===== src/rtl/core/pfm_pkg.sv =====
// ----------------------------------------------------------------------------
// pfm_pkg: shared constants, types and functions for pose_from_three_markers
// Widths of the coordinate path, CORDIC arctangent table, the divide-by-three
// reciprocal, and the words passed between pipeline modules.
// ----------------------------------------------------------------------------
package pfm_pkg;

  // Coordinate width (signed Q12.12 at 24 bits) and CORDIC length
  localparam int COORD_WIDTH  = 24;
  localparam int CORDIC_STEPS = 16;
  localparam int TAB_LEN      = 24;
  localparam int NUM_STEPS    = (CORDIC_STEPS > TAB_LEN) ? TAB_LEN : CORDIC_STEPS;

  // Heading output, Q3.13 radians
  localparam int HEAD_W = 16;

  // Register indexes of the configuration port
  localparam logic REG_OFFSET_X = 1'b0;
  localparam logic REG_OFFSET_Y = 1'b1;

  // Sum of three coordinates, and magnitude plus one for the rounded divide
  localparam int SUM_W  = COORD_WIDTH + 2;
  localparam int A_W    = COORD_WIDTH + 1;
  localparam int DIV_K  = A_W + 1;
  localparam int PROD_W = 2 * A_W;
  localparam longint DIV_M_L = ((64'sd1 <<< DIV_K) + 64'sd2) / 3;
  localparam logic [A_W-1:0] DIV_M = A_W'(DIV_M_L);

  // CORDIC datapath: x/y with headroom for gain, angle in Q2.30
  localparam int CW  = COORD_WIDTH + 4;
  localparam int Z_W = 35;
  localparam longint ANG_PI_L   = 64'sd3373259426;
  localparam longint HEAD_MAX_L = 64'sd25736;
  localparam logic signed [Z_W-1:0] ANG_PI   = Z_W'(ANG_PI_L);
  localparam logic signed [Z_W-1:0] HEAD_MAX = Z_W'(HEAD_MAX_L);
  localparam logic signed [Z_W-1:0] Z_HALF   = Z_W'(64'sd65536);

  // Centroid stage output word
  typedef struct packed {
    logic                          valid;
    logic signed [COORD_WIDTH-1:0] cx;
    logic signed [COORD_WIDTH-1:0] cy;
    logic signed [COORD_WIDTH-1:0] tx;
    logic signed [COORD_WIDTH-1:0] ty;
  } cent_t;

  // Word handed from one CORDIC cell to the next
  typedef struct packed {
    logic                          valid;
    logic                          zero;
    logic signed [CW-1:0]          x;
    logic signed [CW-1:0]          y;
    logic signed [Z_W-1:0]         z;
    logic signed [COORD_WIDTH-1:0] pos_x;
    logic signed [COORD_WIDTH-1:0] pos_y;
  } cordic_t;

  // atan(2^-i) in Q2.30, truncated
  function automatic logic signed [Z_W-1:0] atan_of(input logic [4:0] i);
    logic signed [Z_W-1:0] r;
    unique case (i)
      5'd0:    r = Z_W'(64'sd843314856);
      5'd1:    r = Z_W'(64'sd497837829);
      5'd2:    r = Z_W'(64'sd263043836);
      5'd3:    r = Z_W'(64'sd133525158);
      5'd4:    r = Z_W'(64'sd67021686);
      5'd5:    r = Z_W'(64'sd33543515);
      5'd6:    r = Z_W'(64'sd16775850);
      5'd7:    r = Z_W'(64'sd8388437);
      5'd8:    r = Z_W'(64'sd4194282);
      5'd9:    r = Z_W'(64'sd2097149);
      5'd10:   r = Z_W'(64'sd1048575);
      5'd11:   r = Z_W'(64'sd524287);
      5'd12:   r = Z_W'(64'sd262143);
      5'd13:   r = Z_W'(64'sd131071);
      5'd14:   r = Z_W'(64'sd65535);
      5'd15:   r = Z_W'(64'sd32767);
      5'd16:   r = Z_W'(64'sd16383);
      5'd17:   r = Z_W'(64'sd8191);
      5'd18:   r = Z_W'(64'sd4095);
      5'd19:   r = Z_W'(64'sd2047);
      5'd20:   r = Z_W'(64'sd1023);
      5'd21:   r = Z_W'(64'sd511);
      5'd22:   r = Z_W'(64'sd255);
      5'd23:   r = Z_W'(64'sd127);
      default: r = '0;
    endcase
    return r;
  endfunction

  // Clamp a two-bit-wider signed value to the coordinate range
  function automatic logic signed [COORD_WIDTH-1:0] sat_coord(
    input logic signed [COORD_WIDTH+1:0] v
  );
    logic signed [COORD_WIDTH+1:0] hi;
    logic signed [COORD_WIDTH+1:0] lo;
    logic signed [COORD_WIDTH-1:0] r;
    hi = (COORD_WIDTH+2)'({1'b0, {(COORD_WIDTH-1){1'b1}}});
    lo = -hi - (COORD_WIDTH+2)'(1);
    if (v > hi) begin
      r = hi[COORD_WIDTH-1:0];
    end else if (v < lo) begin
      r = lo[COORD_WIDTH-1:0];
    end else begin
      r = v[COORD_WIDTH-1:0];
    end
    return r;
  endfunction

endpackage


===== src/rtl/core/pfm_centroid.sv =====
// ----------------------------------------------------------------------------
// pfm_centroid: four-stage centroid of three marker points
// Sums the coordinates, then divides by three rounded to nearest through a
// reciprocal multiply on the magnitude plus one. Top marker rides along.
// ----------------------------------------------------------------------------
module pfm_centroid (
  input  logic                                   clk_i,
  input  logic                                   rst_ni,
  input  logic                                   valid_i,
  input  logic signed [pfm_pkg::COORD_WIDTH-1:0] left_x_i,
  input  logic signed [pfm_pkg::COORD_WIDTH-1:0] left_y_i,
  input  logic signed [pfm_pkg::COORD_WIDTH-1:0] right_x_i,
  input  logic signed [pfm_pkg::COORD_WIDTH-1:0] right_y_i,
  input  logic signed [pfm_pkg::COORD_WIDTH-1:0] top_x_i,
  input  logic signed [pfm_pkg::COORD_WIDTH-1:0] top_y_i,
  output pfm_pkg::cent_t                         cent_o
);

  localparam int W = pfm_pkg::COORD_WIDTH;
  localparam int SW = pfm_pkg::SUM_W;
  localparam int AW = pfm_pkg::A_W;
  localparam int PW = pfm_pkg::PROD_W;
  localparam int K = pfm_pkg::DIV_K;

  logic [3:0] valid_q;
  logic signed [W-1:0] tx_q [4];
  logic signed [W-1:0] ty_q [4];

  logic signed [SW-1:0] sx_q, sy_q;
  logic negx2_q, negy2_q, negx3_q, negy3_q;
  logic [AW-1:0] ax_q, ay_q;
  logic [PW-1:0] px_q, py_q;
  logic signed [W-1:0] cx_q, cy_q;

  logic signed [SW-1:0] absx_d, absy_d;
  logic [W-1:0] qx_d, qy_d;

  // valid pipe
  always_ff @(posedge clk_i or negedge rst_ni) begin
    if (!rst_ni) begin
      valid_q <= '0;
    end else begin
      valid_q <= {valid_q[2:0], valid_i};
    end
  end

  // top marker delay line
  always_ff @(posedge clk_i) begin
    tx_q[0] <= top_x_i;
    ty_q[0] <= top_y_i;
    for (int i = 1; i < 4; i++) begin
      tx_q[i] <= tx_q[i-1];
      ty_q[i] <= ty_q[i-1];
    end
  end

  // stage 1: sums of three coordinates
  always_ff @(posedge clk_i) begin
    sx_q <= SW'(left_x_i) + SW'(right_x_i) + SW'(top_x_i);
    sy_q <= SW'(left_y_i) + SW'(right_y_i) + SW'(top_y_i);
  end

  // stage 2: magnitude plus one, keep sign
  assign absx_d = sx_q[SW-1] ? -sx_q : sx_q;
  assign absy_d = sy_q[SW-1] ? -sy_q : sy_q;

  always_ff @(posedge clk_i) begin
    negx2_q <= sx_q[SW-1];
    negy2_q <= sy_q[SW-1];
    ax_q    <= AW'(absx_d) + AW'(1);
    ay_q    <= AW'(absy_d) + AW'(1);
  end

  // stage 3: multiply by the reciprocal of three
  always_ff @(posedge clk_i) begin
    negx3_q <= negx2_q;
    negy3_q <= negy2_q;
    px_q    <= PW'(ax_q) * PW'(pfm_pkg::DIV_M);
    py_q    <= PW'(ay_q) * PW'(pfm_pkg::DIV_M);
  end

  // stage 4: take the quotient and restore the sign
  assign qx_d = px_q[PW-1:K];
  assign qy_d = py_q[PW-1:K];

  always_ff @(posedge clk_i) begin
    cx_q <= negx3_q ? -$signed(qx_d) : $signed(qx_d);
    cy_q <= negy3_q ? -$signed(qy_d) : $signed(qy_d);
  end

  assign cent_o.valid = valid_q[3];
  assign cent_o.cx    = cx_q;
  assign cent_o.cy    = cy_q;
  assign cent_o.tx    = tx_q[3];
  assign cent_o.ty    = ty_q[3];

endmodule


===== config.mk =====
export PLATFORM = sky130hd
export DESIGN_NAME = pfm_centroid
export DESIGN_NICKNAME = d
export VERILOG_FILES = /design/src/rtl/core/pfm_pkg.sv /design/src/rtl/core/pfm_centroid.sv
export SDC_FILE = /design/constraint.sdc
export NUM_CORES = 2
export LEC_CHECK = 0
export ABC_AREA = 1
export BUFFER_PORTS_ARGS = -buffer_cell sky130_fd_sc_hd__buf_2
export CAP_MARGIN = 15
export CELL_PAD_IN_SITES_DETAIL_PLACEMENT = 0
export CELL_PAD_IN_SITES_GLOBAL_PLACEMENT = 1
export CORE_AREA = 2 2 276 278
export DETAILED_ROUTE_END_ITERATION = 10
export DIE_AREA = 0 0 278 280
export GPL_TIMING_DRIVEN = 0
export PLACE_DENSITY = 0.93
export SLEW_MARGIN = 30
export SYNTH_ARGS = -nofsm -noshare
export SYNTH_HDL_FRONTEND = slang
export SYNTH_SLANG_ARGS = --single-unit

===== constraint.sdc =====
create_clock -name clk_i -period 8.5 [get_ports clk_i]
set_input_delay 1.275 -clock clk_i [delete_from_list [all_inputs] [get_ports clk_i]]
set_output_delay 1.275 -clock clk_i [all_outputs]
set_load 0.1 [all_outputs]

Yosys cells after proc, flatten, opt, wreduce, memory -nomap -nowiden
Memory sizes are Yosys's and may differ from the RTL's.
Index checks and enable logic that the tools add are counted.
- register bits after elaboration: 256
- bits in writable memories: 192
- input port bits: 147
- output and inout port bits: 97
- logic and storage cells: 31
- memories kept: 2
- $add $sub $neg: 10
- multipliers: 2
- muxes and demuxes: 4
- memories (memory ; depth ; width ; read ports ; clocked after memory_dff ; wr ports ; line ; RTL):
    tx_q ; 4 ; 24 ; 4 ; 0 ; 4 ; pfm_centroid.sv:26 ; logic signed [W-1:0] tx_q [4];
    ty_q ; 4 ; 24 ; 4 ; 0 ; 4 ; pfm_centroid.sv:27 ; logic signed [W-1:0] ty_q [4];
- operators by type and width (kind ; count):
    $mul 25x24->49 const B ; 2
    $add 25x24->26 ; 2
    $add 24x24->25 ; 2
    $add 25x2->25 const B ; 2
    $mux 25 ; 2
    $neg 25->25 ; 2
    $mux 24 ; 2
    $neg 24->24 ; 2

Longest topological paths before layout
- depth after elaboration: 3
- depth in mapped cells: 26
- depth with buffers taken out: 26

Worst setup path before layout
No wires, ideal clock.
- path kind: reg2reg
- start point: register ax_q[13]
- end point: register px_q[38]
- library setup time: 0.072 ns
- arrival time: 5.181 ns
- data required time: 8.428 ns
- slack: 3.248 ns
- cell stages (with the launch flop): 22
- buffers on the path: 0
- period minus slack after synthesis: 5.252 ns
- cells stage by stage: dfxtp_1 > ha_1 > inv_1 > fa_1 > fa_1 > fa_1 > fa_1 > inv_1 > fa_1 > inv_1 > fa_1 > inv_1 > ha_1 > nand2_1 > nor2_1 > inv_1 > nor4_1 > nand2_1 > nand2_1 > nand3_1 > nand2_1 > xor2_1
- word-level cells in the longest chain between the ends: 1
- RTL lines (item ; line ; RTL):
    start, declared ; pfm_centroid.sv:31 ; logic [AW-1:0] ax_q, ay_q;
    start signal, assigned ; pfm_centroid.sv:70 ; ax_q <= AW'(absx_d) + AW'(1);
    $mul 25x24->49 ; pfm_centroid.sv:78 ; px_q <= PW'(ax_q) * PW'(pfm_pkg::DIV_M);
    end signal, assigned ; pfm_centroid.sv:78 ;
    end, declared ; pfm_centroid.sv:32 ; logic [PW-1:0] px_q, py_q;
No other way between the ends.

Worst setup path in the final report
- start point: register ay_q[1]
- end point: register py_q[42]
- word-level cells in the longest chain between the ends: 1
- RTL lines (item ; line ; RTL):
    start, declared ; pfm_centroid.sv:31 ;
    start signal, assigned ; pfm_centroid.sv:71 ; ay_q <= AW'(absy_d) + AW'(1);
    $mul 25x24->49 ; pfm_centroid.sv:79 ; py_q <= PW'(ay_q) * PW'(pfm_pkg::DIV_M);
    end signal, assigned ; pfm_centroid.sv:79 ;
    end, declared ; pfm_centroid.sv:32 ;
No other way between the ends.

==> flow_summary.ini <==
[status]
run_status = complete, no violations

[drt]
drtPass1Iterations = 6
via_count = 28300
via_per_inst = 4.95
wl_per_cell_um = 15.7
ant_nets = 0
drtIter0Drc = 1178
wl_um = 89700
drc_errors = 0

[sta]
rsz0062_at_grt = no
worst_pin_slew_ns = 0.712
hold_viol = 0
holdWs_ns = 0.325
setup_viol = 0
fin_crit_ns = 6.38
slew_headroom_pct = 52.5
finalClockSkew_ns = 0.0111
fin_crit_sh_pct = 75.1
fmax_mhz = 157
slew_violations = 0
tns_ns = 0

[cts]
cts_tree = done
cts_buffers = 44
cts_hold_buffers = 0
cts.clk_slew.worst_paths_ns = 0.06
clk_latency_ns = 0.59
cts_sinks = 398
clockBufferDepth = 3
htree_levels = 2
cts_resized = 0
postCtsSetupBuffers = 0
cts_root_buf = clkbuf_16

[critical_path]
worstPathMaxFanout = 11
cp.required_ns = 8.99
end_kind = flop
critPathLaunchType = flop
critPathArrivalTime_ns = 6.88
crit_type = flop to flop

[placed_design]
place.gp.congestion = 0.980
hpwl_um = 77900
place_area_um2 = 41200
portBuffers = 243
placedCellCount = 5648

[yosys]
synth-seq-cells = 398
seq_area_frac_synth_pct = 20.6
ys_warn_count = 0
syn_avg_cell_area_um2 = 8.75
ys_top_cells_by_area = fa_1 26%, dfxtp_1 20%, ha_1 19%
synth_edf_count = 0
synth.net_count = 5658
synth_area_um2 = 38700
netlist_instances = 4427
synth_cell_types = 57
yosysMostFrequentCell = inv_1
synthTopCellsByCount = 1096 x inv_1, 653 x nand2_1, 584 x ha_1
synth_ff_type = dfxtp_1
yosysTopAreaCellShare_pct = 25.8
async_reset_ff_share_pct = 1.01
netlist.top_cell.by_area = fa_1

[global_route]
grt_use_met1_pct = 30.4
use_met2_pct = 39.9
grt_pass1_wl_um = 146000
grt_pass1_vias = 29900
grt_max_degree = 16
gr-total-overflow = 0
use_met3_pct = 5.04
track_usage_pct = 23.6
antenna_found_initial = 1
top_usage_layer = met2

[layout]
stdcell_area_um2 = 42700
drive_above_1_share_pct = 8.53
instances_no_fill = 5729
num-nets-final = 5947
area_delta_synth_final_pct = 10.3

[floorplanning]
ios = 244
die-area_um2 = 77800
core_um2 = 75200
rows = 101
die_x_um = 278
die_h_um = 280
start_util_pct = 51.5

[job]
cap_violations = 0

[worst_hold_path]
hold_class = flop to flop
## final timing paths
kind	start	to	slack [ns]	cells past startpoint
worst max-delay path	ay_q[1]	py_q[42]	2.12	22
worst min-delay path	tx_q[2][13]	tx_q[3][13]	0.33	0
worst max register to register	ay_q[1]	py_q[42]	2.12	22
worst min register to register	tx_q[2][13]	tx_q[3][13]	0.33	0
max in group asynchronous	rst_ni	valid_q[0]	7.90	1
min in group asynchronous	rst_ni	valid_q[2]	0.49	1
## critical path, cell delays in order, from the launching register on
cell and delay [ns]:
dfxtp_1 0.75, ha_1 0.39, xor2_1 0.44, ha_1 0.33, inv_1 0.08, fa_1 0.43, inv_1 0.09, fa_1 0.43
fa_1 0.49, inv_1 0.05, fa_1 0.47, inv_1 0.05, fa_1 0.45, ha_1 0.36, nand2_1 0.11, nor2_1 0.12
inv_1 0.07, nor2_1 0.14, nand3_1 0.08, o21ai_0 0.50, nand3b_1 0.14, nand2_1 0.14, xor2_1 0.20
## cell families after synthesis
group           synth area share [%]
simple gates                    14.3
buf+inv                         11.0
fa+ha+maj                       44.7
flops                           20.6
compound gates                  5.74
xor+xnor                        3.66
## per-layer routing
layer | vias up | part of all wire (%)
met5 | - | 0
met4 | 0 | 2.7
met3 | 154 | 6.9
met2 | 761 | 46
met1 | 13200 | 44
li1 | 14200 | -
## flip-flops by register name, indices dropped and copies added (netlist names)
register,count
negy3_q,1
ax_q,25
sx_q,26
ty_q,96
negy2_q,1
tx_q,96
negx2_q,1
cx_q,24
py_q,24
px_q,24
ay_q,25
valid_q,4
cy_q,24
negx3_q,1
sy_q,26
## layout by cell type, fill, tap and decap left out, types with 18 or more instances in the layout
| master | instances |
|---|---|
| nand2_1 | 653 |
| dfxtp_1 | 394 |
| xor2_1 | 106 |
| o21bai_1 | 18 |
| nand2_2 | 20 |
| nand4_1 | 26 |
| a31oi_1 | 20 |
| nor2_2 | 18 |
| clkbuf_16 | 44 |
| nor3_1 | 41 |
| nand3b_1 | 21 |
| nand3_1 | 144 |
| ha_1 | 584 |
| a21oi_1 | 160 |
| a21o_1 | 25 |
| o21ai_0 | 103 |
| nor2_1 | 310 |
| inv_1 | 1096 |
| fa_1 | 500 |
| buf_2 | 246 |
| xnor2_1 | 56 |
## through the flow
stage	setup slack [ns]	utilization, %
after floorplan	3.25	-
after CTS	2.11	56.8
after detailed placement	2.11	54.8
after global placement	2.17	54.8
final	2.12	56.8
after global routing	1.77	56.8
## area by class of cell
cell class / count / area, um^2
diodes: 1 / 2.50
clock inverters: 26 / 358
repair buffers: 243 / 1220
inverters: 1105 / 4150
multi-input cells: 2910 / 26500
well taps: 978 / 1220
fillers: 6694 / 32500
clock buffers: 54 / 1200
plain buffers: 14 / 93.8
flip-flops and latches: 398 / 7990
Power is left out: the tool's default activity adds up to more than one toggle a clock period on the data nets, which glitch-free logic cannot reach.
