## config.mk

```make
export PLATFORM = sky130hd
export DESIGN_NAME = pfm_cordic_cell
export DESIGN_NICKNAME = d
export VERILOG_FILES = /design/src/rtl/core/pfm_pkg.sv /design/src/rtl/core/pfm_cordic_cell.sv
export SDC_FILE = /design/constraint.sdc
export NUM_CORES = 1
export LEC_CHECK = 0
export BUFFER_PORTS_ARGS = -buffer_cell sky130_fd_sc_hd__buf_2
export CAP_MARGIN = 20
export CORE_ASPECT_RATIO = 1.5
export CORE_MARGIN = 2
export CORE_UTILIZATION = 55
export DETAILED_ROUTE_END_ITERATION = 6
export PLACE_DENSITY = 0.89
export SYNTH_ARGS = -nofsm -noshare
export SYNTH_HDL_FRONTEND = slang
export SYNTH_SLANG_ARGS = --single-unit
```

## constraint.sdc

```tcl
create_clock -name clk_i -period 1.7 [get_ports clk_i]
set_clock_uncertainty 0.05 [all_clocks]
set_input_delay 0.34 -clock clk_i [delete_from_list [all_inputs] [get_ports clk_i]]
set_output_delay 0.34 -clock clk_i [all_outputs]
set_load 0.01 [all_outputs]
```

## src/rtl/core/pfm_pkg.sv

```systemverilog
// ----------------------------------------------------------------------------
// pfm_pkg: shared constants, types and functions for pose_from_three_markers
// Widths of the coordinate path, CORDIC arctangent table, the divide-by-three
// reciprocal, and the words passed between pipeline modules.
// ----------------------------------------------------------------------------
package pfm_pkg;

  // Coordinate width (signed Q12.12 at 24 bits) and CORDIC length
  localparam int COORD_WIDTH  = 24;
  localparam int CORDIC_STEPS = 16;
  localparam int TAB_LEN      = 24;
  localparam int NUM_STEPS    = (CORDIC_STEPS > TAB_LEN) ? TAB_LEN : CORDIC_STEPS;

  // Heading output, Q3.13 radians
  localparam int HEAD_W = 16;

  // Register indexes of the configuration port
  localparam logic REG_OFFSET_X = 1'b0;
  localparam logic REG_OFFSET_Y = 1'b1;

  // Sum of three coordinates, and magnitude plus one for the rounded divide
  localparam int SUM_W  = COORD_WIDTH + 2;
  localparam int A_W    = COORD_WIDTH + 1;
  localparam int DIV_K  = A_W + 1;
  localparam int PROD_W = 2 * A_W;
  localparam longint DIV_M_L = ((64'sd1 <<< DIV_K) + 64'sd2) / 3;
  localparam logic [A_W-1:0] DIV_M = A_W'(DIV_M_L);

  // CORDIC datapath: x/y with headroom for gain, angle in Q2.30
  localparam int CW  = COORD_WIDTH + 4;
  localparam int Z_W = 35;
  localparam longint ANG_PI_L   = 64'sd3373259426;
  localparam longint HEAD_MAX_L = 64'sd25736;
  localparam logic signed [Z_W-1:0] ANG_PI   = Z_W'(ANG_PI_L);
  localparam logic signed [Z_W-1:0] HEAD_MAX = Z_W'(HEAD_MAX_L);
  localparam logic signed [Z_W-1:0] Z_HALF   = Z_W'(64'sd65536);

  // Centroid stage output word
  typedef struct packed {
    logic                          valid;
    logic signed [COORD_WIDTH-1:0] cx;
    logic signed [COORD_WIDTH-1:0] cy;
    logic signed [COORD_WIDTH-1:0] tx;
    logic signed [COORD_WIDTH-1:0] ty;
  } cent_t;

  // Word handed from one CORDIC cell to the next
  typedef struct packed {
    logic                          valid;
    logic                          zero;
    logic signed [CW-1:0]          x;
    logic signed [CW-1:0]          y;
    logic signed [Z_W-1:0]         z;
    logic signed [COORD_WIDTH-1:0] pos_x;
    logic signed [COORD_WIDTH-1:0] pos_y;
  } cordic_t;

  // atan(2^-i) in Q2.30, truncated
  function automatic logic signed [Z_W-1:0] atan_of(input logic [4:0] i);
    logic signed [Z_W-1:0] r;
    unique case (i)
      5'd0:    r = Z_W'(64'sd843314856);
      5'd1:    r = Z_W'(64'sd497837829);
      5'd2:    r = Z_W'(64'sd263043836);
      5'd3:    r = Z_W'(64'sd133525158);
      5'd4:    r = Z_W'(64'sd67021686);
      5'd5:    r = Z_W'(64'sd33543515);
      5'd6:    r = Z_W'(64'sd16775850);
      5'd7:    r = Z_W'(64'sd8388437);
      5'd8:    r = Z_W'(64'sd4194282);
      5'd9:    r = Z_W'(64'sd2097149);
      5'd10:   r = Z_W'(64'sd1048575);
      5'd11:   r = Z_W'(64'sd524287);
      5'd12:   r = Z_W'(64'sd262143);
      5'd13:   r = Z_W'(64'sd131071);
      5'd14:   r = Z_W'(64'sd65535);
      5'd15:   r = Z_W'(64'sd32767);
      5'd16:   r = Z_W'(64'sd16383);
      5'd17:   r = Z_W'(64'sd8191);
      5'd18:   r = Z_W'(64'sd4095);
      5'd19:   r = Z_W'(64'sd2047);
      5'd20:   r = Z_W'(64'sd1023);
      5'd21:   r = Z_W'(64'sd511);
      5'd22:   r = Z_W'(64'sd255);
      5'd23:   r = Z_W'(64'sd127);
      default: r = '0;
    endcase
    return r;
  endfunction

  // Clamp a two-bit-wider signed value to the coordinate range
  function automatic logic signed [COORD_WIDTH-1:0] sat_coord(
    input logic signed [COORD_WIDTH+1:0] v
  );
    logic signed [COORD_WIDTH+1:0] hi;
    logic signed [COORD_WIDTH+1:0] lo;
    logic signed [COORD_WIDTH-1:0] r;
    hi = (COORD_WIDTH+2)'({1'b0, {(COORD_WIDTH-1){1'b1}}});
    lo = -hi - (COORD_WIDTH+2)'(1);
    if (v > hi) begin
      r = hi[COORD_WIDTH-1:0];
    end else if (v < lo) begin
      r = lo[COORD_WIDTH-1:0];
    end else begin
      r = v[COORD_WIDTH-1:0];
    end
    return r;
  endfunction

endpackage

```

## src/rtl/core/pfm_cordic_cell.sv

```systemverilog
// ----------------------------------------------------------------------------
// pfm_cordic_cell: one vectoring CORDIC micro-rotation
// Turns the vector toward the x axis by atan(2^-step) and accumulates the
// angle, then registers the word for the next cell.
// ----------------------------------------------------------------------------
module pfm_cordic_cell (
  input  logic              clk_i,
  input  logic              rst_ni,
  input  logic [4:0]        step_i,
  input  pfm_pkg::cordic_t  word_i,
  output pfm_pkg::cordic_t  word_o
);

  logic signed [pfm_pkg::CW-1:0]  xs_d, ys_d;
  logic signed [pfm_pkg::Z_W-1:0] atan_d;
  logic                           up_d;
  logic                           valid_q;
  pfm_pkg::cordic_t               word_q;

  // shifted terms, floor rounding via arithmetic shift
  assign xs_d   = word_i.x >>> step_i;
  assign ys_d   = word_i.y >>> step_i;
  assign atan_d = pfm_pkg::atan_of(step_i);
  assign up_d   = !word_i.y[pfm_pkg::CW-1];

  always_ff @(posedge clk_i or negedge rst_ni) begin
    if (!rst_ni) begin
      valid_q <= 1'b0;
    end else begin
      valid_q <= word_i.valid;
    end
  end

  // rotation step
  always_ff @(posedge clk_i) begin
    word_q.valid <= word_i.valid;
    word_q.zero  <= word_i.zero;
    word_q.pos_x <= word_i.pos_x;
    word_q.pos_y <= word_i.pos_y;
    if (up_d) begin
      word_q.x <= word_i.x + ys_d;
      word_q.y <= word_i.y - xs_d;
      word_q.z <= word_i.z + atan_d;
    end else begin
      word_q.x <= word_i.x - ys_d;
      word_q.y <= word_i.y + xs_d;
      word_q.z <= word_i.z - atan_d;
    end
  end

  always_comb begin
    word_o       = word_q;
    word_o.valid = valid_q;
  end

endmodule

```

==> results.md, run 1 <==
- The largest total area in the synthesized netlist belongs to sky130_fd_sc_hd__dfxtp_1.
- The first global-routing pass estimated 190000 um of wire.
- In this run the mean area of a mapped cell was 8.79 um2.
- The placed cell count is 2619.
- The number of I/O port buffers is 288.
- The effective utilization at floorplan is 55.4%.
- During synthesis, Yosys emitted a total of 0 warnings.
- Counting instances in the post-synthesis netlist gives the leading cell types as 140 x sky130_fd_sc_hd__dfxtp_1, 114 x sky130_fd_sc_hd__nor2_1, 107 x sky130_fd_sc_hd__a21oi_1.
- After synthesis, flip-flops and latches occupy 21.1% of the total area.
- After synthesis, the cell types taking the most area are sky130_fd_sc_hd__dfxtp_1 21%, sky130_fd_sc_hd__mux4_2 12%, sky130_fd_sc_hd__ha_1 9.2%.
- The first error in the log reads "[ERROR GRT-0116] Global routing finished with congestion. Check the congestion regions in the DRC Viewer".
- The number of nets in the synthesized netlist is 1773.
- The die is 195 um tall.
- The count of distinct cell types in the synthesized netlist is 92.
- The cell at the root of the clock tree is sky130_fd_sc_hd__clkbuf_16.
- The run stopped with a tool error.
- Synthesis produced a netlist whose cell count is 1523.
- The number of placement rows is 70.
- The die width is 131 um.
- The failing step is 5_1_grt.
- The half-perimeter wire length of the detailed placement result is 50700 um.
- Synthesis inferred 141 register bits.
- The synthesized netlist occupies a cell area of 13400 um2.
- The number of enable-type register cells in the synthesized netlist is 0.
- Clock tree synthesis inserted a total of 17 buffers.
- In the synthesized netlist the async set-or-reset flop fraction comes to 0.709%.
- No sink is reached through more buffers than the 2 on the longest clock path.
- At the end of routability-driven placement, the weighted congestion stood at 1.31.
- The total overflow reported by the global router is 1117.
- The most repeated cell in the gate-level netlist after synthesis is sky130_fd_sc_hd__dfxtp_1.
- The clock sink count is 141.
- Among all flip-flop cells after synthesis, the most frequent one is sky130_fd_sc_hd__dfxtp_1.
- The via count of the first global-routing pass is 26900.
- The maximum number of pins on one net before global-route repair is 52.
- The synthesized design devotes to its leading area cell type 20.9% of total area.
- For this design the top-level I/O count stands at 289.
- The clock tree synthesis step divided the H-tree into 4 levels.
- The overall fraction of global-route tracks in use is 93.3%.
==> layer usage <==
layer | GRT overflow | track usage [%]
met5 | 7 | 48.3
met4 | 338 | 103
met3 | 18 | 79.1
met2 | 741 | 112
met1 | 13 | 86.4
==> cell families after synthesis <==
kind of cell / share of synthesized area (%)
AND/OR/NAND/NOR: 15.3
AO/OA/AOI/OAI: 21.5
buffers and inverters: 4.33
flip-flops: 21.1
multiplexers: 18.7
adder cells (fa/ha/maj): 9.70
XOR/XNOR: 9.42
==> per-stage QoR <==
stage / util, % / setup slack, ps / instance area [um2]
floorplan: - / -3240 / 14000
global placement: 81.4 / -3520 / 19700
detailed placement: 81.4 / -3870 / 19700
CTS: 94.6 / -3030 / 22900
==> repair_timing <==
action                     CTS
setup endpoints to repair   91
setup buffers              103
gates cloned                 1
pin swaps                  124
hold endpoints to repair    51
hold buffers                51
resized for setup          273
==> run 2: changes to the inputs <==
--- a/config.mk
+++ b/config.mk
@@ -7,11 +7,10 @@
 export LEC_CHECK = 0
 export BUFFER_PORTS_ARGS = -buffer_cell sky130_fd_sc_hd__buf_2
 export CAP_MARGIN = 20
-export CORE_ASPECT_RATIO = 1.5
 export CORE_MARGIN = 2
-export CORE_UTILIZATION = 55
+export CORE_UTILIZATION = 40
 export DETAILED_ROUTE_END_ITERATION = 6
-export PLACE_DENSITY = 0.89
+export PLACE_DENSITY_LB_ADDON = 0.15
 export SYNTH_ARGS = -nofsm -noshare
 export SYNTH_HDL_FRONTEND = slang
 export SYNTH_SLANG_ARGS = --single-unit
==> run 2 against run 1 <==
The flow now finishes, with violations (negative setup slack). Synthesized area stayed put. Synthesized cell count stayed put.
==> results.md, run 2 <==
- The run finished, with violations left.
- The final reports fail on negative setup slack.
- In this run the remaining antenna-violating nets after routing total 0.
- Clock tree synthesis selected as its root buffer the cell sky130_fd_sc_hd__clkbuf_16.
- The most repeated cell in the gate-level netlist after synthesis is sky130_fd_sc_hd__dfxtp_1.
- The count of endpoints failing hold in the final timing report is 0.
- The number of CTS-inserted buffers is 17.
- The max-slew headroom at the worst pin is 54.8%.
- Leaving out fill and tap cells, the most frequent cells in the layout are 653 x sky130_fd_sc_hd__buf_4, 284 x sky130_fd_sc_hd__buf_2, 140 x sky130_fd_sc_hd__dfxtp_1.
- The number of placement rows is 67.
- The synthesis-to-finish area growth is 76.5%.
- Across all hold checks on the routed design, the worst slack comes to 162 ps.
- In the synthesized netlist the dominant register cell turns out to be sky130_fd_sc_hd__dfxtp_1.
- The effective utilization at floorplan is 40.2%.
- The path class of the lowest-slack min-delay path is in -> async.
- The CTS clock-pin slew for the worst setup and hold paths is 70 ps.
- The placed instances occupy a cell area of 20500 um2.
- The die height is 187 um.
- The slew at the pin with the worst max-slew slack is 678 ps.
- Dividing the synthesized area by the synthesized cell count gives 8.79 um2.
- The top cell type by area accounts for 20.9% of the synthesized area.
- The tool flagged a number of max-cap violations equal to 0.
- The maximum resistive drop on vdd is 0.744 mV.
- The pre-antenna-repair detailed-routing pass consisted of 6 iterations.
- Sequential elements use 21.1% of the synthesized area.
- The netlist uses 92 different library cells.
- The maximum number of pins on one net before global-route repair is 38.
- The total count of max-transition violations in the final report is 0.
- In the routed design, unresolved DRC markers number 0.
- The final wirelength is 60300 um.
- The minimum period implied by the final worst setup slack is 4680 ps.
- The finished layout cell area is 23600 um2.
- The flip-flop count of the largest register after layout is 140.
- The die footprint is 35000 um2.
- Sorting the synthesized cells by area gives the leading types as sky130_fd_sc_hd__dfxtp_1 21%, sky130_fd_sc_hd__mux4_2 12%, sky130_fd_sc_hd__ha_1 9.2%.
- The final clock period utilization by the worst path is 275%.
- Summed over all cells, the static leakage comes to 11.2 nW.
- The wire-length estimate of the detail-placed layout is 45700 um.
- The clock sink count is 141.
- From left edge to right edge, the die measures 187 um.
- In this design, the stage delay of the slowest critical-path cell is 600 ps.
- The library cell used most frequently in the layout, excluding fill and tap cells, is sky130_fd_sc_hd__buf_4.
- The first global-routing pass estimated 88600 um of wire.
- On the critical path the largest part of the delay comes from compound AO/OA/AOI/OAI gates.
- Summing all multi-input logic gate instances after layout gives 11500 um2.
- In this run, the number of DRC markers left after iteration 0 of detailed routing was 1237.
- The fraction of layout cells with a size suffix above 1 is 55.3%.
- Excluding fillers, the count of instances in the completed layout stands at 2982.
- For the worst setup path, the data arrival time is 5020 ps.
- The commonest cells after synthesis are 140 x sky130_fd_sc_hd__dfxtp_1, 114 x sky130_fd_sc_hd__nor2_1, 107 x sky130_fd_sc_hd__a21oi_1.
- Synthesis produced 1523 cells.
- Walking the worst path, the cells encountered are buf_16 > buf_12 > mux4_2 > o211ai_2 > o2111ai_4 > a221o_1 > or4b_4 > nor4b_4 > a21oi_2 > xnor2_1 > ha_1 > and3_4 > nand2_2 > a21oi_1 > a211o_1 > o221ai_4 > o21ai_2 > or2_2 > a31oi_4 > xnor2_1.
- The initial antenna violation count is 1.
- Setup repair after global routing could not meet its margin everywhere.
- Along the worst path, the maximum fanout reaches 5.
- The cell area after synthesis is 13400 um2.
- The maximum operating frequency is 214 MHz.
- For this run, the share of the core covered by cells in the final layout is 71.0%.
- Routability-driven placement finished with a final weighted congestion of 1.01.
- For this design, the slowest cell found on the critical path is sky130_fd_sc_hd__or4b_4.
- The CTS tree is built.
- The number of enable-type register cells in the synthesized netlist is 0.
- The cell that appears most often on the critical path is sky130_fd_sc_hd__xnor2_1.
- The count of buffers added on input and output ports is 288.
- STA classifies the critical path startpoint as a primary input.
- Dividing the detail-routed wire length by the instance count gives 20.2 um.
- During synthesis, Yosys emitted a total of 0 warnings.
- After detailed placement, the design holds a cell count of 2815.
- During I/O placement, the number of pins put on the boundary was 289.
- The detail-routed via count per cell is 5.49.
- The synthesized design contains 141 register bits.
- Of all cell types, the one taking the most synthesized area is sky130_fd_sc_hd__dfxtp_1.
- The kind of critical path is in -> reg.
- The net count of the finished layout is 2770.
- STA classifies the critical path endpoint as a register.
- STA puts the critical path data required time at 2040 ps.
- Fill cells in the final layout number 2581.
- The number of nets in the synthesized netlist is 1773.
- The final setup violation count is 91.
- The largest buffer count on any clock path is 2.
- The power density over cell area is 837 nW/um2.
- Global routing consumed, over all layers together, 32.5% of the routing resources.
- The total overflow reported by the global router is 0.
- The core area is 33300 um2.
- The buffers plus inverters on the worst setup path is 2.
- The final setup slack of the worst path is -2980 ps.
- The via count of the first global-routing pass came to 16100.
- The H-tree generated during clock tree synthesis spans 4 levels.
- The overall via count from detail_route is 16400.
- Counting flops with an async set or reset pin after synthesis yields a share of 0.709%.
- The sequential cells in the finished layout cover a total of 2830 um2.
==> run 2: area by class of cell <==
type                    count  area share (%)
multi-input cells        1249            48.5
repair buffers           1062            33.7
flip-flops and latches    141            12.0
well taps                 448            2.37
clock buffers              17            1.80
inverters                  49           0.842
clock inverters            15           0.804
diodes                      1          0.0106
==> run 2: stage by stage <==
stage | setup slack (ps) | setup TNS [ps] | power [mW]
4_1_cts | -2920 | -187800 | 18.9
2_1_floorplan | -3240 | -209560 | 9.56
3_3_place_gp | -3670 | -260890 | 14.1
3_5_place_dp | -3730 | -265230 | 14.2
5_1_grt | -3110 | -203430 | 20.8
6_report | -2980 | -192380 | 19.8
==> run 2: repair_timing <==
item,4_1_cts,5_1_grt
endpoints found under the hold margin,51,0
resized for setup,143,159
buffers inserted,37,49
hold buffers,51,0
endpoints found under the setup margin,91,91
pin swaps,70,116
gates cloned,2,3
==> run 2: cells by family after synthesis <==
family | share of synthesized area (%)
compound gates | 21.5
simple gates | 15.3
mux | 18.7
xor+xnor | 9.42
flops | 21.1
buf+inv | 4.33
fa+ha+maj | 9.70
==> run 2: worst paths after layout <==
check                           start           to  slack, ps  cells past startpoint
max in group asynchronous      rst_ni      valid_q       1360                      2
worst max-delay path        step_i[0]  word_o[108]      -2980                     20
worst min-delay path           rst_ni      valid_q        160                      2
min in group clk_i         word_i[83]   word_o[83]        190                      3
==> run 2: routing by layer <==
metal | vias to the layer above | global-route usage, % | part of all wire (%)
met1 | 7893 | 39.8 | 40
met5 | - | 0 | 0
li1 | 7700 | - | -
met4 | 0 | 10.2 | 2.8
met2 | 662 | 57.4 | 50
met3 | 102 | 6.14 | 7.2
==> run 2: report_power, final <==
group,switching [mW],leakage (nW),total [mW],internal [mW]
clock,1.75,0.300,4.00,2.24
sequential,0.210,1.19,4.43,4.22
combinational,5.45,9.71,11.4,5.91
total,7.42,11.2,19.8,12.4
Note: power is estimated with default switching activity, not from simulation.
==> run 3: changes to the inputs <==
--- a/config.mk
+++ b/config.mk
@@ -7,8 +7,10 @@
 export LEC_CHECK = 0
 export BUFFER_PORTS_ARGS = -buffer_cell sky130_fd_sc_hd__buf_2
 export CAP_MARGIN = 20
+export CELL_PAD_IN_SITES_DETAIL_PLACEMENT = 0
+export CELL_PAD_IN_SITES_GLOBAL_PLACEMENT = 2
 export CORE_MARGIN = 2
-export CORE_UTILIZATION = 40
+export CORE_UTILIZATION = 36
 export DETAILED_ROUTE_END_ITERATION = 6
 export PLACE_DENSITY_LB_ADDON = 0.15
 export SYNTH_ARGS = -nofsm -noshare
==> run 3 against run 2 <==
The flow still finishes with violations (negative setup slack). Non-clock buffer count increased by 19. Sequential power about the same. Clock power increased by 4%. Global-route usage decreased by 2.1 points. Critical path depth increased by 2. Via count about the same. Clock-buffer cell count unchanged. Combinational power about the same. Sequential share of layout area decreased by 0.13 points. Hold slack got worse by 12 ps. Power increased by 1.5%. Largest cell class unchanged.
==> results.md, run 3 (same netlist as run 2, synthesis figures left out) <==
- Leaving out fill and tap cells, the most frequent cells in the layout are 666 x sky130_fd_sc_hd__buf_4, 281 x sky130_fd_sc_hd__buf_2, 140 x sky130_fd_sc_hd__dfxtp_1.
- Summed over all nets, wire length on met2 after detailed routing comes to 30200 um.
- After detailed routing, the wire length on met1 is 24900 um.
- The wire length per cell is 20.3 um.
- The run finished, with violations left.
- In the routed layout, each cell is associated on average with a via count of 5.41.
- CTS built an H-tree with a depth of 4.
- The effective utilization at floorplan is 36.6%.
- No sink is reached through more buffers than the 2 on the longest clock path.
- The number of CTS-inserted buffers is 17.
- The number of antenna-violating nets in the routed design is 0.
- In this run the standard cell core region covers 36600 um2.
- The highest signal layer in the routed design is met4.
- Entering global routing, the biggest net connects 28 pins.
- The final setup slack of the worst path is -2970 ps.
- In this run the static leakage power is 11.3 nW.
- The maximum resistive drop on vdd is 0.741 mV.
- The worst path uses 275% of the clock period.
- Counting every sink on the clock net gives 141.
- In this run, the number of DRC markers left after iteration 0 of detailed routing was 1282.
- The synthesis-to-finish area growth is 78.4%.
- STA classifies the critical path endpoint as a register.
- Static timing analysis puts the maximum clock frequency at 214 MHz.
- The highest fanout seen on the critical path is 6.
- Summing all multi-input logic gate instances after layout gives 11500 um2.
- Data on the critical path is required at its endpoint by 2040 ps.
- The fraction of layout cells with a size suffix above 1 is 56.3%.
- Cells fill 65.3% of the core in the end.
- The minimum period implied by the final worst setup slack is 4670 ps.
- The tool flagged a number of max-cap violations equal to 0.
- The diode insertion count for antenna repair is 0.
- The final weighted congestion in routability-driven placement is 1.00.
- The number of I/O port buffers is 288.
- Setup violations remaining at the end of the flow were counted as 91.
- The number of nets at the end of the flow is 2789.
- For this run the aggregate overflow at the end of global routing stands at 0.
- Setup repair after global routing could not meet its margin everywhere.
- The path class of the tightest hold or removal check is in -> async.
- The power density over cell area is 841 nW/um2.
- Data on the critical path arrives at its endpoint at 5010 ps.
- The overall fraction of global-route tracks in use is 30.4%.
- On the final layout, the worst hold slack is 150 ps.
- The kind of critical path is in -> reg.
- The count of endpoints failing hold in the final timing report came to 0.
- The register with the most flip-flops in the layout has 140 of them.
- Of the total power, registers draw 22.0%.
- In this run switching power makes up 37.0% of total power.
- After detailed routing, the total wire length is 61300 um.
- The CTS clock-pin slew for the worst setup and hold paths is 80 ps.
- The I/O pin count is 289.
- The floorplan step set the die width to 197 um.
- The initial antenna violation count is 1.
- The count of TritonRoute iterations in the first routing pass is 5.
- The die height is 197 um.
- The slew at the pin with the worst max-slew slack is 621 ps.
- For this design the total switching power over the nets is 7.43 mW.
- The die footprint is 38800 um2.
- The final reports fail on negative setup slack.
- For this run, the number of standard cells in the final layout without fillers is 3020.
- The cell at the root of the clock tree is sky130_fd_sc_hd__clkbuf_16.
- Detailed placement finished with a half-perimeter wire length of 46900 um.
- The part of the total power dissipated in combinational logic is 57.4%.
- Summing over every cut layer, the via total after detailed routing is 16300.
- The element type at the critical path start is a primary input.
- Counting the fill cells in the layout gives 3060.
- The max-slew headroom at the worst pin is 58.2%.
- The internal portion of the total power is 12.7 mW.
- The first global-routing pass estimated 90600 um of wire.
- The total count of max-transition violations in the final report came to 0.
- The CTS tree is built.
- The via count of the first global-routing pass is 16300.
- The share of total power dissipated in the clock network is 20.6%.
- The met3 wire length is 3980 um.
- The commonest non-fill, non-tap cell in the layout is sky130_fd_sc_hd__buf_4.
- Summing all flip-flop and latch instances after layout gives 2830 um2.
- The post-detailed-route DRC marker count is 0.
- The number of placement rows is 70.
- The placed cell count is 2825.
[run 3: cell count changes in the layout (fill, tap and decap cells not counted), moves of 4 or more]
cell / previous run / this run
sky130_fd_sc_hd__buf_6: 42 / 56
sky130_fd_sc_hd__buf_4: 653 / 666
sky130_fd_sc_hd__ha_4: 15 / 10
sky130_fd_sc_hd__xnor2_2: 6 / 10
sky130_fd_sc_hd__inv_1: 45 / 41
sky130_fd_sc_hd__buf_12: 21 / 14
sky130_fd_sc_hd__nor2_4: 8 / 12
[run 3: repair_timing]
item	4_1_cts	5_1_grt
resized for setup	187	158
hold buffers	51	0
setup buffers	64	51
setup endpoints to repair	91	91
cloned	4	0
pin swaps	120	121
hold endpoints to repair	51	0
[run 3: how the worst max path moves through the flow]
stage                     startpoint     endpoint  slack (ps)
after floorplan            step_i[0]  word_o[110]       -3240
final                      step_i[0]  word_o[109]       -2970
after global placement     step_i[0]  word_o[137]       -3680
after CTS                  step_i[0]  word_o[109]       -2920
after global routing       step_i[0]  word_o[109]       -3130
after detailed placement   step_i[0]  word_o[110]       -3710
[run 3: worst max-delay path, stage by stage]
cell and delay, ps:
sky130_fd_sc_hd__buf_16 130, sky130_fd_sc_hd__buf_12 130, sky130_fd_sc_hd__buf_6 110, sky130_fd_sc_hd__mux2_4 290
sky130_fd_sc_hd__mux4_2 520, sky130_fd_sc_hd__mux2i_1 170, sky130_fd_sc_hd__o22ai_1 130, sky130_fd_sc_hd__or4b_4 630
sky130_fd_sc_hd__nor4b_4 290, sky130_fd_sc_hd__buf_4 180, sky130_fd_sc_hd__buf_6 100, sky130_fd_sc_hd__buf_6 80
sky130_fd_sc_hd__and2_4 150, sky130_fd_sc_hd__a31oi_4 80, sky130_fd_sc_hd__xor2_1 180, sky130_fd_sc_hd__ha_2 310
sky130_fd_sc_hd__or3_1 360, sky130_fd_sc_hd__o21ai_2 100, sky130_fd_sc_hd__nor3_2 80, sky130_fd_sc_hd__or3_1 340
sky130_fd_sc_hd__a21oi_2 150, sky130_fd_sc_hd__xnor2_1 130
[run 3: final cells by class]
cell class              count  area share, %
multi-input cells        1249           48.3
repair buffers           1081           33.9
flip-flops and latches    141           11.8
well taps                 468           2.45
clock buffers              17           1.78
clock inverters            15          0.901
inverters                  49          0.854
[run 3: power by group through the flow]
stage               Sequential (mW)  Combinational (mW)  Clock (mW)
CTS                            4.43                10.7        4.23
global route                   4.51                12.3        4.38
global placement               4.48                9.59           0
finish                         4.42                11.5        4.15
floorplan                      5.02                4.54           0
detailed placement             4.49                9.67           0
[run 3: per-stage QoR]
stage,power [mW],setup TNS (ps),instance area (um2),worst slack (ps)
2_1_floorplan,9.56,-209560,14000,-3240
3_3_place_gp,14.1,-252190,20300,-3680
3_5_place_dp,14.2,-257300,20300,-3710
4_1_cts,19.3,-190470,22800,-2920
5_1_grt,21.2,-207940,23900,-3130
6_report,20.1,-196430,23900,-2970
[run 3: per-layer routing]
metal	vias up	track usage, %
met4	0	10.7
met1	7822	37.3
met2	638	53.3
met3	139	5.42
li1	7747	-
met5	-	0
